===== src/rtl/gbn_pkg.sv =====
// Shared types, constants and checksum helper for the Go-Back-N sender window.
`default_nettype none
package gbn_pkg;

    localparam int COUNT_BITS = 32;
    localparam int SEQ_BITS   = 8;
    localparam int LEN_BITS   = 32;
    localparam int SEG_BITS   = 16;
    localparam int WIN_BITS   = 8;
    localparam int TMO_BITS   = 32;
    localparam int WORD_BITS  = 16;

    localparam int FIFO_DEPTH     = 2;
    localparam int FIFO_PTR_BITS  = $clog2(FIFO_DEPTH);
    localparam int FIFO_CNT_BITS  = $clog2(FIFO_DEPTH + 1);

    localparam int DIV_CNT_BITS = $clog2(LEN_BITS);

    localparam logic [WIN_BITS-1:0] WINDOW_SIZE_RST   = 8'd1;
    localparam logic [TMO_BITS-1:0] TIMEOUT_TICKS_RST = 32'd500;
    localparam logic [SEG_BITS-1:0] SEGMENT_BYTES_RST = 16'd10240;

    localparam logic [WORD_BITS-1:0] CSUM_GOOD = 16'hffff;

    // Configuration register indexes
    localparam logic [1:0] CFG_WINDOW_SIZE   = 2'd0;
    localparam logic [1:0] CFG_TIMEOUT_TICKS = 2'd1;
    localparam logic [1:0] CFG_SEGMENT_BYTES = 2'd2;

    localparam logic RES_DATA = 1'b0;
    localparam logic RES_DONE = 1'b1;

    typedef enum logic [1:0] {
        ACT_START = 2'd0,
        ACT_ACK   = 2'd1,
        ACT_TICK  = 2'd2,
        ACT_POLL  = 2'd3
    } t_action;

    typedef enum logic [1:0] {
        S_IDLE,
        S_DIV,
        S_FIN,
        S_MUL
    } t_back_state;

    typedef struct packed {
        t_action             action;
        logic [LEN_BITS-1:0] len;
        logic [SEQ_BITS-1:0] ack;
    } t_cmd;

    typedef struct packed {
        logic empty;
        logic full;
    } t_fifo_status;

    typedef struct packed {
        logic        valid;
        logic [1:0]  index;
        logic [31:0] data;
    } t_cfg_wr;

    typedef struct packed {
        logic                 kind;
        logic [7:0]           seq;
        logic [SEG_BITS-1:0]  len;
        logic [31:0]          offset;
        logic [WORD_BITS-1:0] csum;
        logic                 last;
    } t_result;

    // Ones'-complement add with end-around carry
    function automatic logic [WORD_BITS-1:0] oc_add(input logic [WORD_BITS-1:0] a,
                                                    input logic [WORD_BITS-1:0] b);
        logic [WORD_BITS:0] t;
        t = {1'b0, a} + {1'b0, b};
        return t[WORD_BITS-1:0] + {{(WORD_BITS-1){1'b0}}, t[WORD_BITS]};
    endfunction

endpackage
`default_nettype wire


===== src/rtl/gbn_front.sv =====
// Front end: accepts input beats, checks ack header checksums, forms queue commands.
`default_nettype none
module gbn_front (
    input  wire logic                          i_valid,
    output logic                               o_ready,
    input  wire logic [1:0]                    i_action,
    input  wire logic [gbn_pkg::LEN_BITS-1:0]  i_message_length,
    input  wire logic [15:0]                   i_hdr_checksum,
    input  wire logic [15:0]                   i_hdr_length,
    input  wire logic [7:0]                    i_hdr_seq,
    input  wire logic [7:0]                    i_ack_number,
    input  wire logic [7:0]                    i_hdr_flag,
    input  wire logic [7:0]                    i_hdr_spare,
    input  wire gbn_pkg::t_fifo_status         i_fifo,
    output logic                               o_push,
    output gbn_pkg::t_cmd                      o_cmd
);

    gbn_pkg::t_action                  w_act;
    logic [gbn_pkg::WORD_BITS-1:0]     w_sum;
    logic                              w_keep;

    assign w_act = gbn_pkg::t_action'(i_action);

    // fold of the four header words; a good header sums to all ones
    assign w_sum = gbn_pkg::oc_add(
                       gbn_pkg::oc_add(gbn_pkg::oc_add(i_hdr_checksum, i_hdr_length),
                                       {i_ack_number, i_hdr_seq}),
                       {i_hdr_spare, i_hdr_flag});

    always_comb begin
        unique case (w_act)
            gbn_pkg::ACT_ACK: w_keep = (w_sum == gbn_pkg::CSUM_GOOD);
            default:          w_keep = 1'b1;
        endcase
    end

    assign o_ready       = !i_fifo.full;
    assign o_push        = i_valid && !i_fifo.full && w_keep;
    assign o_cmd.action  = w_act;
    assign o_cmd.len     = i_message_length;
    assign o_cmd.ack     = i_ack_number;

endmodule
`default_nettype wire


===== src/rtl/gbn_fifo.sv =====
// Short command queue between front end and back end.
`default_nettype none
module gbn_fifo (
    input  wire logic           i_clk,
    input  wire logic           i_rst_n,
    input  wire logic           i_push,
    input  wire gbn_pkg::t_cmd  i_cmd,
    input  wire logic           i_pop,
    output gbn_pkg::t_cmd       o_head,
    output gbn_pkg::t_fifo_status o_status
);

    gbn_pkg::t_cmd                         r_mem [gbn_pkg::FIFO_DEPTH];
    logic [gbn_pkg::FIFO_PTR_BITS-1:0]     r_wr_ptr;
    logic [gbn_pkg::FIFO_PTR_BITS-1:0]     r_rd_ptr;
    logic [gbn_pkg::FIFO_CNT_BITS-1:0]     r_count;
    logic [gbn_pkg::FIFO_PTR_BITS-1:0]     n_wr_ptr;
    logic [gbn_pkg::FIFO_PTR_BITS-1:0]     n_rd_ptr;
    logic [gbn_pkg::FIFO_CNT_BITS-1:0]     n_count;

    always_comb begin
        n_wr_ptr = r_wr_ptr;
        n_rd_ptr = r_rd_ptr;
        n_count  = r_count;
        if (i_push) begin
            n_wr_ptr = r_wr_ptr + 1'b1;
        end
        if (i_pop) begin
            n_rd_ptr = r_rd_ptr + 1'b1;
        end
        case ({i_push, i_pop})
            2'b10:   n_count = r_count + 1'b1;
            2'b01:   n_count = r_count - 1'b1;
            default: n_count = r_count;
        endcase
    end

    always_ff @(posedge i_clk) begin
        if (!i_rst_n) begin
            r_wr_ptr <= '0;
            r_rd_ptr <= '0;
            r_count  <= '0;
        end else begin
            r_wr_ptr <= n_wr_ptr;
            r_rd_ptr <= n_rd_ptr;
            r_count  <= n_count;
        end
    end

    always_ff @(posedge i_clk) begin
        if (i_push) begin
            r_mem[r_wr_ptr] <= i_cmd;
        end
    end

    assign o_head         = r_mem[r_rd_ptr];
    assign o_status.empty = (r_count == '0);
    assign o_status.full  = (r_count == gbn_pkg::FIFO_CNT_BITS'(gbn_pkg::FIFO_DEPTH));

endmodule
`default_nettype wire


===== src/rtl/gbn_back.sv =====
// Back end: window state, start divider, poll offset multiply and result register.
`default_nettype none
module gbn_back (
    input  wire logic                   i_clk,
    input  wire logic                   i_rst_n,
    input  wire gbn_pkg::t_cfg_wr       i_cfg,
    input  wire gbn_pkg::t_cmd          i_head,
    input  wire gbn_pkg::t_fifo_status  i_fifo,
    output logic                        o_pop,
    input  wire logic                   i_out_ready,
    output logic                        o_out_valid,
    output gbn_pkg::t_result            o_out
);

    localparam int CB = gbn_pkg::COUNT_BITS;
    localparam int SB = gbn_pkg::SEG_BITS;
    localparam int LB = gbn_pkg::LEN_BITS;

    // configuration
    logic [gbn_pkg::WIN_BITS-1:0]  r_window_size;
    logic [gbn_pkg::TMO_BITS-1:0]  r_timeout;
    logic [SB-1:0]                 r_seg_bytes;

    gbn_pkg::t_back_state          r_state, n_state;
    logic                          r_active, n_active;
    logic [CB-1:0]                 r_count, n_count;
    logic [CB-1:0]                 r_base, n_base;
    logic [CB-1:0]                 r_wend, n_wend;
    logic [CB-1:0]                 r_next, n_next;
    logic [SB-1:0]                 r_last_len, n_last_len;
    logic [31:0]                   r_elapsed, n_elapsed;
    logic [gbn_pkg::DIV_CNT_BITS-1:0] r_div_cnt, n_div_cnt;
    logic [LB-1:0]                 r_div_q, n_div_q;
    logic [SB-1:0]                 r_div_r, n_div_r;
    logic [SB-1:0]                 r_p_len, n_p_len;
    logic [7:0]                    r_p_seq, n_p_seq;
    logic                          r_p_last, n_p_last;
    logic [31:0]                   r_prod, n_prod;
    logic                          r_out_valid, n_out_valid;
    gbn_pkg::t_result              r_out, n_out;

    logic [SB-1:0]                 w_seg;
    logic [CB-1:0]                 w_win;
    logic                          w_out_free;
    logic [gbn_pkg::SEQ_BITS-1:0]  w_step;
    logic [CB:0]                   w_base_sum, w_wend_sum;
    logic [CB-1:0]                 w_base_cl, w_wend_cl;
    logic                          w_ack_done;
    logic [31:0]                   w_el_inc;
    logic [SB:0]                   w_trial;
    logic                          w_ge;
    logic [CB-1:0]                 w_cnt;
    logic                          w_rem_nz;
    logic [CB+SB-1:0]              w_prod_full;
    logic                          w_last;

    assign w_seg      = (r_seg_bytes == '0) ? SB'(1) : r_seg_bytes;
    assign w_win      = (r_window_size == '0) ? CB'(1) : CB'(r_window_size);
    assign w_out_free = !r_out_valid || i_out_ready;

    // cumulative ack: distance from base modulo the sequence space, clamped at the count
    assign w_step     = i_head.ack[gbn_pkg::SEQ_BITS-1:0] - r_base[gbn_pkg::SEQ_BITS-1:0];
    assign w_base_sum = {1'b0, r_base} + (CB+1)'(w_step);
    assign w_wend_sum = {1'b0, r_wend} + (CB+1)'(w_step);
    assign w_base_cl  = (w_base_sum > {1'b0, r_count}) ? r_count : w_base_sum[CB-1:0];
    assign w_wend_cl  = (w_wend_sum > {1'b0, r_count}) ? r_count : w_wend_sum[CB-1:0];
    assign w_ack_done = (w_base_cl >= r_count);

    assign w_el_inc   = (r_elapsed == '1) ? r_elapsed : r_elapsed + 32'd1;

    // restoring divider, one quotient bit per cycle
    assign w_trial    = {r_div_r, r_div_q[LB-1]};
    assign w_ge       = (w_trial >= {1'b0, w_seg});
    assign w_rem_nz   = (r_div_r != '0);
    assign w_cnt      = CB'(r_div_q) + CB'(w_rem_nz);

    assign w_prod_full = r_next * w_seg;
    assign w_last      = (r_next == r_count - CB'(1));

    always_comb begin
        n_state     = r_state;
        n_active    = r_active;
        n_count     = r_count;
        n_base      = r_base;
        n_wend      = r_wend;
        n_next      = r_next;
        n_last_len  = r_last_len;
        n_elapsed   = r_elapsed;
        n_div_cnt   = r_div_cnt;
        n_div_q     = r_div_q;
        n_div_r     = r_div_r;
        n_p_len     = r_p_len;
        n_p_seq     = r_p_seq;
        n_p_last    = r_p_last;
        n_prod      = r_prod;
        n_out_valid = r_out_valid && !i_out_ready;
        n_out       = r_out;
        o_pop       = 1'b0;

        unique case (r_state)
            gbn_pkg::S_IDLE: begin
                if (!i_fifo.empty) begin
                    unique case (i_head.action)
                        gbn_pkg::ACT_START: begin
                            o_pop     = 1'b1;
                            n_div_q   = i_head.len;
                            n_div_r   = '0;
                            n_div_cnt = '0;
                            n_state   = gbn_pkg::S_DIV;
                        end
                        gbn_pkg::ACT_ACK: begin
                            if (!r_active || w_step == '0) begin
                                o_pop = 1'b1;
                            end else if (!w_ack_done || w_out_free) begin
                                o_pop  = 1'b1;
                                n_base = w_base_cl;
                                n_wend = w_wend_cl;
                                if (w_ack_done) begin
                                    n_active    = 1'b0;
                                    n_out_valid = 1'b1;
                                    n_out       = '0;
                                    n_out.kind  = gbn_pkg::RES_DONE;
                                end
                            end
                        end
                        gbn_pkg::ACT_TICK: begin
                            o_pop = 1'b1;
                            if (r_active) begin
                                n_elapsed = w_el_inc;
                                if (r_next >= r_wend && w_el_inc > r_timeout) begin
                                    n_next    = r_base;
                                    n_elapsed = '0;
                                end
                            end
                        end
                        gbn_pkg::ACT_POLL: begin
                            o_pop = 1'b1;
                            if (r_active && r_next < r_wend) begin
                                n_p_last = w_last;
                                n_p_len  = w_last ? r_last_len : w_seg;
                                n_p_seq  = r_next[7:0];
                                n_prod   = w_prod_full[31:0];
                                n_state  = gbn_pkg::S_MUL;
                            end
                        end
                    endcase
                end
            end
            gbn_pkg::S_DIV: begin
                n_div_r   = w_ge ? SB'(w_trial - {1'b0, w_seg}) : w_trial[SB-1:0];
                n_div_q   = {r_div_q[LB-2:0], w_ge};
                n_div_cnt = r_div_cnt + 1'b1;
                if (r_div_cnt == gbn_pkg::DIV_CNT_BITS'(LB - 1)) begin
                    n_state = gbn_pkg::S_FIN;
                end
            end
            gbn_pkg::S_FIN: begin
                if (w_cnt != '0 || w_out_free) begin
                    n_count    = w_cnt;
                    n_base     = '0;
                    n_next     = '0;
                    n_elapsed  = '0;
                    n_wend     = (w_cnt < w_win) ? w_cnt : w_win;
                    n_last_len = (w_cnt == '0) ? '0 : (w_rem_nz ? r_div_r : w_seg);
                    n_active   = (w_cnt != '0);
                    n_state    = gbn_pkg::S_IDLE;
                    if (w_cnt == '0) begin
                        n_out_valid = 1'b1;
                        n_out       = '0;
                        n_out.kind  = gbn_pkg::RES_DONE;
                    end
                end
            end
            gbn_pkg::S_MUL: begin
                if (w_out_free) begin
                    n_out_valid = 1'b1;
                    n_out.kind  = gbn_pkg::RES_DATA;
                    n_out.seq   = r_p_seq;
                    n_out.len   = r_p_len;
                    n_out.offset = r_prod;
                    n_out.csum  = ~gbn_pkg::oc_add(r_p_len, {8'd0, r_p_seq});
                    n_out.last  = r_p_last;
                    n_next      = r_next + CB'(1);
                    n_elapsed   = '0;
                    n_state     = gbn_pkg::S_IDLE;
                end
            end
        endcase
    end

    always_ff @(posedge i_clk) begin
        if (!i_rst_n) begin
            r_state     <= gbn_pkg::S_IDLE;
            r_active    <= 1'b0;
            r_count     <= '0;
            r_base      <= '0;
            r_wend      <= '0;
            r_next      <= '0;
            r_last_len  <= '0;
            r_elapsed   <= '0;
            r_div_cnt   <= '0;
            r_out_valid <= 1'b0;
        end else begin
            r_state     <= n_state;
            r_active    <= n_active;
            r_count     <= n_count;
            r_base      <= n_base;
            r_wend      <= n_wend;
            r_next      <= n_next;
            r_last_len  <= n_last_len;
            r_elapsed   <= n_elapsed;
            r_div_cnt   <= n_div_cnt;
            r_out_valid <= n_out_valid;
        end
    end

    always_ff @(posedge i_clk) begin
        r_div_q  <= n_div_q;
        r_div_r  <= n_div_r;
        r_p_len  <= n_p_len;
        r_p_seq  <= n_p_seq;
        r_p_last <= n_p_last;
        r_prod   <= n_prod;
        r_out    <= n_out;
    end

    always_ff @(posedge i_clk) begin
        if (!i_rst_n) begin
            r_window_size <= gbn_pkg::WINDOW_SIZE_RST;
            r_timeout     <= gbn_pkg::TIMEOUT_TICKS_RST;
            r_seg_bytes   <= gbn_pkg::SEGMENT_BYTES_RST;
        end else if (i_cfg.valid) begin
            case (i_cfg.index)
                gbn_pkg::CFG_WINDOW_SIZE:   r_window_size <= i_cfg.data[gbn_pkg::WIN_BITS-1:0];
                gbn_pkg::CFG_TIMEOUT_TICKS: r_timeout     <= i_cfg.data[gbn_pkg::TMO_BITS-1:0];
                gbn_pkg::CFG_SEGMENT_BYTES: r_seg_bytes   <= i_cfg.data[SB-1:0];
                default: ;
            endcase
        end
    end

    assign o_out_valid = r_out_valid;
    assign o_out       = r_out;

endmodule
`default_nettype wire


===== src/rtl/go_back_n_sender_window.sv =====
// Go-Back-N sender window: top level with front end, command queue and back end.
// A poll beat's descriptor passes the queue, the offset multiply register and the result
// register, an ack's done beat the queue and the result register; the back end takes one
// command at a time. A start runs the restoring divider, one quotient bit per cycle.
// The 2-entry queue takes up to two beats while the back end divides or the result stalls.
// Reset (synchronous, active low): window closed, queue empty, registers to defaults.
`default_nettype none
module go_back_n_sender_window (
    input  wire logic        i_clk,
    input  wire logic        i_rst_n,
    // input beats
    input  wire logic        i_in_valid,
    output logic             o_in_ready,
    input  wire logic [1:0]  i_action,
    input  wire logic [31:0] i_message_length,
    input  wire logic [15:0] i_hdr_checksum,
    input  wire logic [15:0] i_hdr_length,
    input  wire logic [7:0]  i_hdr_seq,
    input  wire logic [7:0]  i_ack_number,
    input  wire logic [7:0]  i_hdr_flag,
    input  wire logic [7:0]  i_hdr_spare,
    // result beats
    output logic             o_out_valid,
    input  wire logic        i_out_ready,
    output logic             o_result_kind,
    output logic [7:0]       o_seq_number,
    output logic [15:0]      o_segment_length,
    output logic [31:0]      o_byte_offset,
    output logic [15:0]      o_header_checksum,
    output logic             o_last_segment,
    // configuration writes
    input  wire logic        i_cfg_valid,
    output logic             o_cfg_ready,
    input  wire logic [1:0]  i_cfg_index,
    input  wire logic [31:0] i_cfg_data
);

    gbn_pkg::t_cmd          w_push_cmd;
    gbn_pkg::t_cmd          w_head;
    gbn_pkg::t_fifo_status  w_fifo_st;
    gbn_pkg::t_cfg_wr       w_cfg;
    gbn_pkg::t_result       w_out;
    logic                   w_push;
    logic                   w_pop;

    // Config writes always land at once; the user must issue them only while idle, the block does not enforce it.
    assign o_cfg_ready = 1'b1;
    assign w_cfg.valid = i_cfg_valid;
    assign w_cfg.index = i_cfg_index;
    assign w_cfg.data  = i_cfg_data;

    // Front end: bad-checksum acks are accepted and dropped here, they never
    // reach the queue.
    gbn_front u_front (
        .i_valid          (i_in_valid),
        .o_ready          (o_in_ready),
        .i_action         (i_action),
        .i_message_length (i_message_length),
        .i_hdr_checksum   (i_hdr_checksum),
        .i_hdr_length     (i_hdr_length),
        .i_hdr_seq        (i_hdr_seq),
        .i_ack_number     (i_ack_number),
        .i_hdr_flag       (i_hdr_flag),
        .i_hdr_spare      (i_hdr_spare),
        .i_fifo           (w_fifo_st),
        .o_push           (w_push),
        .o_cmd            (w_push_cmd)
    );

    gbn_fifo u_fifo (
        .i_clk    (i_clk),
        .i_rst_n  (i_rst_n),
        .i_push   (w_push),
        .i_cmd    (w_push_cmd),
        .i_pop    (w_pop),
        .o_head   (w_head),
        .o_status (w_fifo_st)
    );

    // Back end: holds the window state; an ack that completes the transfer is popped only
    // once its done result has a free output register; starts and polls wait for it later.
    gbn_back u_back (
        .i_clk       (i_clk),
        .i_rst_n     (i_rst_n),
        .i_cfg       (w_cfg),
        .i_head      (w_head),
        .i_fifo      (w_fifo_st),
        .o_pop       (w_pop),
        .i_out_ready (i_out_ready),
        .o_out_valid (o_out_valid),
        .o_out       (w_out)
    );

    assign o_result_kind     = w_out.kind;
    assign o_seq_number      = w_out.seq;
    assign o_segment_length  = w_out.len;
    assign o_byte_offset     = w_out.offset;
    assign o_header_checksum = w_out.csum;
    assign o_last_segment    = w_out.last;

    // back end never pops an empty queue
    a_pop_not_empty: assert property (@(posedge i_clk) disable iff (!i_rst_n)
        w_pop |-> !w_fifo_st.empty)
        else $error("pop of empty command queue");

    // a done beat carries nothing but its kind
    a_done_clean: assert property (@(posedge i_clk) disable iff (!i_rst_n)
        (o_out_valid && o_result_kind) |->
            (o_seq_number == 8'd0 && o_segment_length == 16'd0 &&
             o_byte_offset == 32'd0 && o_header_checksum == 16'd0 && !o_last_segment))
        else $error("done beat with non-zero fields");

    // every data segment has payload
    a_seg_nonzero: assert property (@(posedge i_clk) disable iff (!i_rst_n)
        (o_out_valid && !o_result_kind) |-> (o_segment_length != 16'd0))
        else $error("data segment of zero length");

    // no result straight out of reset
    a_reset_quiet: assert property (@(posedge i_clk)
        $past(!i_rst_n) |-> !o_out_valid)
        else $error("result valid after reset");

endmodule
`default_nettype wire


===== config.mk =====
export PLATFORM = sky130hd
export DESIGN_NAME = go_back_n_sender_window
export DESIGN_NICKNAME = d
export VERILOG_FILES = /design/src/rtl/gbn_pkg.sv /design/src/rtl/gbn_front.sv /design/src/rtl/gbn_fifo.sv /design/src/rtl/gbn_back.sv /design/src/rtl/go_back_n_sender_window.sv
export SDC_FILE = /design/constraint.sdc
export NUM_CORES = 2
export LEC_CHECK = 0
export BUFFER_PORTS_ARGS = -buffer_cell sky130_fd_sc_hd__buf_4
export CORE_ASPECT_RATIO = 0.8
export CORE_UTILIZATION = 40
export CTS_CLUSTER_SIZE = 10
export DETAILED_ROUTE_END_ITERATION = 16
export SYNTH_ARGS = -nofsm -noshare
export SYNTH_HDL_FRONTEND = slang
export SYNTH_SLANG_ARGS = --single-unit
export TNS_END_PERCENT = 30

===== constraint.sdc =====
create_clock -name i_clk -period 14.5 [get_ports i_clk]
set_input_delay 0.725 -clock i_clk [delete_from_list [all_inputs] [get_ports i_clk]]
set_output_delay 0.725 -clock i_clk [all_outputs]
set_load 0.01 [all_outputs]

# Yosys cells after proc, flatten, opt, wreduce, memory -nomap -nowiden
# Memories as Yosys holds them, arrays and structs flattened. A register that Yosys moved wholly into a read port is not among the register bits.
# Cells that the tools add are included.
dict set report totals {
  ff_bits 424
  mem_bits_rw 84
  input_bits 137
  elab_cells 219
  mem_count 1
}
dict set report op_classes {
  add_sub_neg 21
  n_mul 1
  order_cmp 8
  n_eq_ne 31
  muxes 86
  n_bitwise 2
  n_reduce_logical 41
}
# memory words width read_ports rd_clocked_by_memory_dff wr line_no
set mem_list {}
lappend mem_list {u_fifo.r_mem 2 42 1 1 1 gbn_fifo.sv:13} ;# gbn_pkg::t_cmd r_mem [gbn_pkg::FIFO_DEPTH];
# operator n
set ops {}
lappend ops {{two-way mux 32 bit} 26}
lappend ops {{two-way mux 74 bit} 8}
lappend ops {{one-hot mux 74 bit (3 select lines)} 1}
lappend ops {{one-hot mux 32 bit (2 select lines)} 3}
lappend ops {{one-hot mux 32 bit (3 select lines)} 2}
lappend ops {{two-way mux 16 bit} 7}
lappend ops {{adder 32 x 8 -> 33 bit} 2}
lappend ops {{> comparator 33 x 32 -> 1 bit} 2}
lappend ops {{adder 16 x 1 -> 16 bit} 4}
lappend ops {{adder 32 x 1 -> 32 bit (second input constant)} 2}
lappend ops {{greater-or-equal comparator 32 bit} 2}
lappend ops {{< comparator 32 bit} 2}
lappend ops {{adder 16 x 16 -> 17 bit} 3}
lappend ops {{adder 32 x 1 -> 32 bit} 1}
lappend ops {{== test 32 bit} 1}
lappend ops {{== test 32 bit (second input constant)} 1}
lappend ops {{> comparator 32 bit} 1}
lappend ops {{zero test 32 bit} 1}
lappend ops {{multiplier 32 x 16 -> 32 bit} 1}
lappend ops {{one-hot mux 16 bit (2 select lines)} 1}
lappend ops {{nonzero test 32 bit} 1}
lappend ops {{subtractor 32 x 1 -> 32 bit (second input constant)} 1}
lappend ops {{two-way mux 1 bit} 23}
lappend ops {{AND reduction 6 bit} 3}
lappend ops {{41 further kinds} 91}

# Longest topological paths before layout
dict set report logic_depth {
  ltp_word 14
  depth_mapped 51
  ltp_nobuf 51
}

# Modules after synthesis
# Synthesis repeated with hierarchy kept, for this count alone.
dict set report unflattened {
  cells_unflattened 5096
  hier_area_um2 45260.9
}
# mod n_inst cells_each area_each_um2 seq_area_each_um2
set by_module_without_submodules {}
lappend by_module_without_submodules {gbn_back 1 4480 38570.7 10199.8}
lappend by_module_without_submodules {gbn_front 1 461 3442.1 0.0}
lappend by_module_without_submodules {gbn_fifo 1 153 3236.9 2622.5}
lappend by_module_without_submodules {go_back_n_sender_window 1 2 11.3 0.0}

# Worst setup path before layout
# OpenSTA, ideal clock, no wires.
dict set report synth_timing {
  path_type {reg2reg}
  from {register (tool-made name)}
  to {register u_back.r_out, in the netlist u_back.o_out[0], enable pin}
  setup_time_ns 1.166
  t_arrival_ns 10.712
  path_slack_ns 2.621
  path_stages_with_launch 39
  n_path_buf 8
  cell_sequence {dfxtp_1 clkbuf_1 clkbuf_1 buf_1 mux2i_1 ha_1 fa_1 nor2b_1 o31a_1 o21a_1 nor2_1 xnor2_1 ha_1 or2_2 a21oi_1 a21o_1 buf_1 nor4_1 [... 3 more ...] nor4_1 nand4_1 or4_1 a21oi_1 or2_1 clkbuf_1 buf_2 buf_2 clkbuf_1 o21ai_0 ha_1 a21oi_1 o21ai_0 o311a_1 o311ai_0 nand2_1 nand4_1 o21ai_0}
}
# item line_no
set synth_lines {}
lappend synth_lines {{to (signal assigned)} gbn_back.sv:224} ;# r_out <= n_out;
lappend synth_lines {{to (decl)} gbn_back.sv:40} ;# gbn_pkg::t_result r_out, n_out;

==> metrics.txt <==
outcome finished, final reports clean; Fin Clk Skew 0.02214 ns; fill count 10,781; largest net degree at the start of global routing 87; DPL Wire Length 106,700 um; Internal 0.003482 W; Cells after Synth 5,059; mapped cell area 44,950 um^2; CP top delay family simple AND/OR/NAND/NOR gates; clk buf depth 3; total grt overflow 0; die height 301.8 um; Sw Ratio 40.29%; vias per inst 5.620; drt first pass iters 6; critical path required time 15.10 ns; Comb power frac 43.9%; Post-synth top flop edfxtp_1; Core ar. 110,900 um^2; IO Port Bufs 212; number of global-route vias before repair 36,063; worst skew pair latency 0.67 ns; die area 113,700 um^2; Synth Warn # 0; DR WL/cell 21.20 um; Clock Root Buffer clkbuf_16; Final Hold Vio Count 0; Sequential Power Share 30.7%; syn nets 5,850; fin. max-slew vios 0; most frequent cells in the layout nand2_1 (647), inv_1 (504), nor2_1 (351); sequential area share after synthesis 28.53%; Global Route Usage Sum 24.66%; Startpoint Class register; Worst Path Buf+Inv 2; initial antenna violation count 5; worst-margin pin slew 1.290 ns; largest fanout on the critical path 40; Hold Crit Class input pin to register; Antenna Violating Nets Remaining 0; synth top area cells edfxtp_1 (18%), fa_1 (14%), dfxtp_1 (11%); Clock Power Share 25.4%; max cap viols 0; Finish-stage setup viols 0; relative slew slack 13.35%; drt drc 0; Pwr Density 116.6 nW/um^2; Fmax achieved 0.08913 GHz; Initial Util 40.54%; final critical-path required period 11.22 ns; setup_tns 0 ns; Post-synth EDFFs 263; crit path max-delay cell type or2_2; slowest stage delay, CP 0.74 ns; Final period util 77.37%; Synth Area per Inst 8.885 um^2; first-pass GRT wire length 217,800 um; CTS Hold Buffers Added 0; clock slew at reported path FFs 0.06 ns; GPL Wtd Cong 0.9599; CP Class register to register; Netlist cell types 94; num ports 214; total of flip-flops plus latches after synthesis 509; RSZ-0062 raised after global routing no; Post-CTS Resized 0; Routed WL 142,100 um; fin nets 5,945; clock sink count 509; CTS Buf Count 61; layout cells sized above 1 9.516%; worst hold slack 0.2380 ns; FFs w/ async S/R, synth 0%; via count 37,661; most common cell after layout, fill and taps aside nand2_1; drt initial violations 3,510; H-tree levels 2; Site Rows 109; width of the chip 376.8 um; Area Growth Syn to Fin 11.24%; CP arrival 11.82 ns; TritonCTS clock tree yes; Leak 20.86 nW; fraction of post-synthesis cell area in the top cell type by area 17.57%; Critical Path Sink Type register; postcts setup bufs 0; post-synth top area cell edfxtp_1; Peak supply drop 131.1 uV; total net switching power 0.002350 W
Yosys cell counts (73+ instances only):
cell type / instances
nor2_1: 356
dfxtp_1: 246
nand2_1: 647
and3_1: 95
nor3_1: 108
and2_1: 112
o21ai_0: 170
xnor2_1: 209
edfxtp_1: 263
xor2_1: 99
clkbuf_1: 208
a21oi_1: 261
fa_1: 312
inv_1: 504
nand3_1: 124
ha_1: 342
mux2i_1: 73
nand4_1: 78
cell families (layout without fill, tap and decap cells):
family / after synthesis / in the layout / synth area share (%)
flops: 509 / 509 / 28.53
buf+inv: 765 / 908 / 6.519
mux: 123 / 123 / 2.878
xor+xnor: 308 / 308 / 6.002
other cells: 1 / 2 / 0.008343
fa+ha+maj: 654 / 654 / 23.42
compound gates: 921 / 921 / 13.57
simple gates: 1778 / 1778 / 19.08
per-stage QoR:
stage / worst slack (ns) / std cells / area (um^2) / utilization, % / total power [W]
CTS: 3.489 / 6700 / 49990 / 45.09 / 0.005819
detailed placement: 2.808 / 6589 / 48080 / 43.36 / 0.004324
global route: 2.643 / 6700 / 49990 / 45.09 / 0.006170
global placement: 3.101 / 6589 / 48080 / 43.36 / 0.004306
finish: 3.281 / 6701 / 50000 / 45.09 / 0.005832
floorplan: 2.621 / 5059 / 44950 / - / 0.003611
per-layer routing:
layer / track usage (%) / vias to the layer above / routed length [um]
li1: - / 17685 / -
met1: 34.76 / 18167 / 63250
met2: 38.07 / 1538 / 61550
met3: 4.332 / 269 / 12010
met4: 8.517 / 2 / 5254
met5: 0 / - / 11
sequential cells by signal (all words and copies together) (netlist names), 2 cells and up, named ones only:
signal and flops:
u_back.r_timeout 32, u_back.r_base 32, u_fifo.r_count 2, u_back.r_p_seq 8, u_back.r_div_r 16, u_back.r_prod 32, u_back.r_window_size 8, u_back.r_count 32
u_back.r_p_len 16, u_back.r_seg_bytes 16, u_back.r_elapsed 32, u_back.r_next 32, u_back.r_wend 32, u_back.o_out 74, u_back.r_last_len 16, u_back.r_div_q 32
u_back.r_div_cnt 5, u_back.r_state 2, u_fifo.r_mem 84
worst reg2reg max path: cells and delay by family (launching register included):
family                     cells  cell delay (ns)
AOI/OAI and AO/OA             10             2.65
adders and majority gates      5             1.68
muxes                          2             0.59
DFF                            1             0.36
and+or+nand+nor               14             4.46
buffers and inverters          2             1.05
xor gates and xnor gates       1             0.37
final cells by class:
type	instances	area, um^2	area share, %
inverter	506	1902	3.804
multi-input combinational	3785	29290	58.58
tap	1498	1874	3.749
clock buffer	101	1767	3.534
clock inverter	10	151.4	0.3028
sequential	509	12830	25.66
antenna	1	2.502	0.005005
timing repair buffer	291	2185	4.369
worst paths after layout:
kind | from | end | slack [ns] | cells past startpoint
setup reg to reg | register | u_back.r_wend[29] | 3.28 | 34
hold reg to reg | u_back.r_timeout[27] | u_back.r_timeout[27] | 0.45 | 2
hold / removal | i_message_length[29] | u_fifo.r_mem[0][37] | 0.24 | 1
setup / recovery | register | u_back.r_wend[29] | 3.28 | 34
power groups by stage:
| stage | Clock [W] | Combinational, W | Sequential [W] |
|---|---|---|---|
| global route | 0.00157 | 0.00280 | 0.00180 |
| floorplan | 0 | 0.00186 | 0.00175 |
| global placement | 0 | 0.00249 | 0.00181 |
| detailed placement | 0 | 0.00251 | 0.00181 |
| CTS | 0.00151 | 0.00252 | 0.00178 |
| finish | 0.00148 | 0.00256 | 0.00179 |
(Power assumes the default switching activity.)
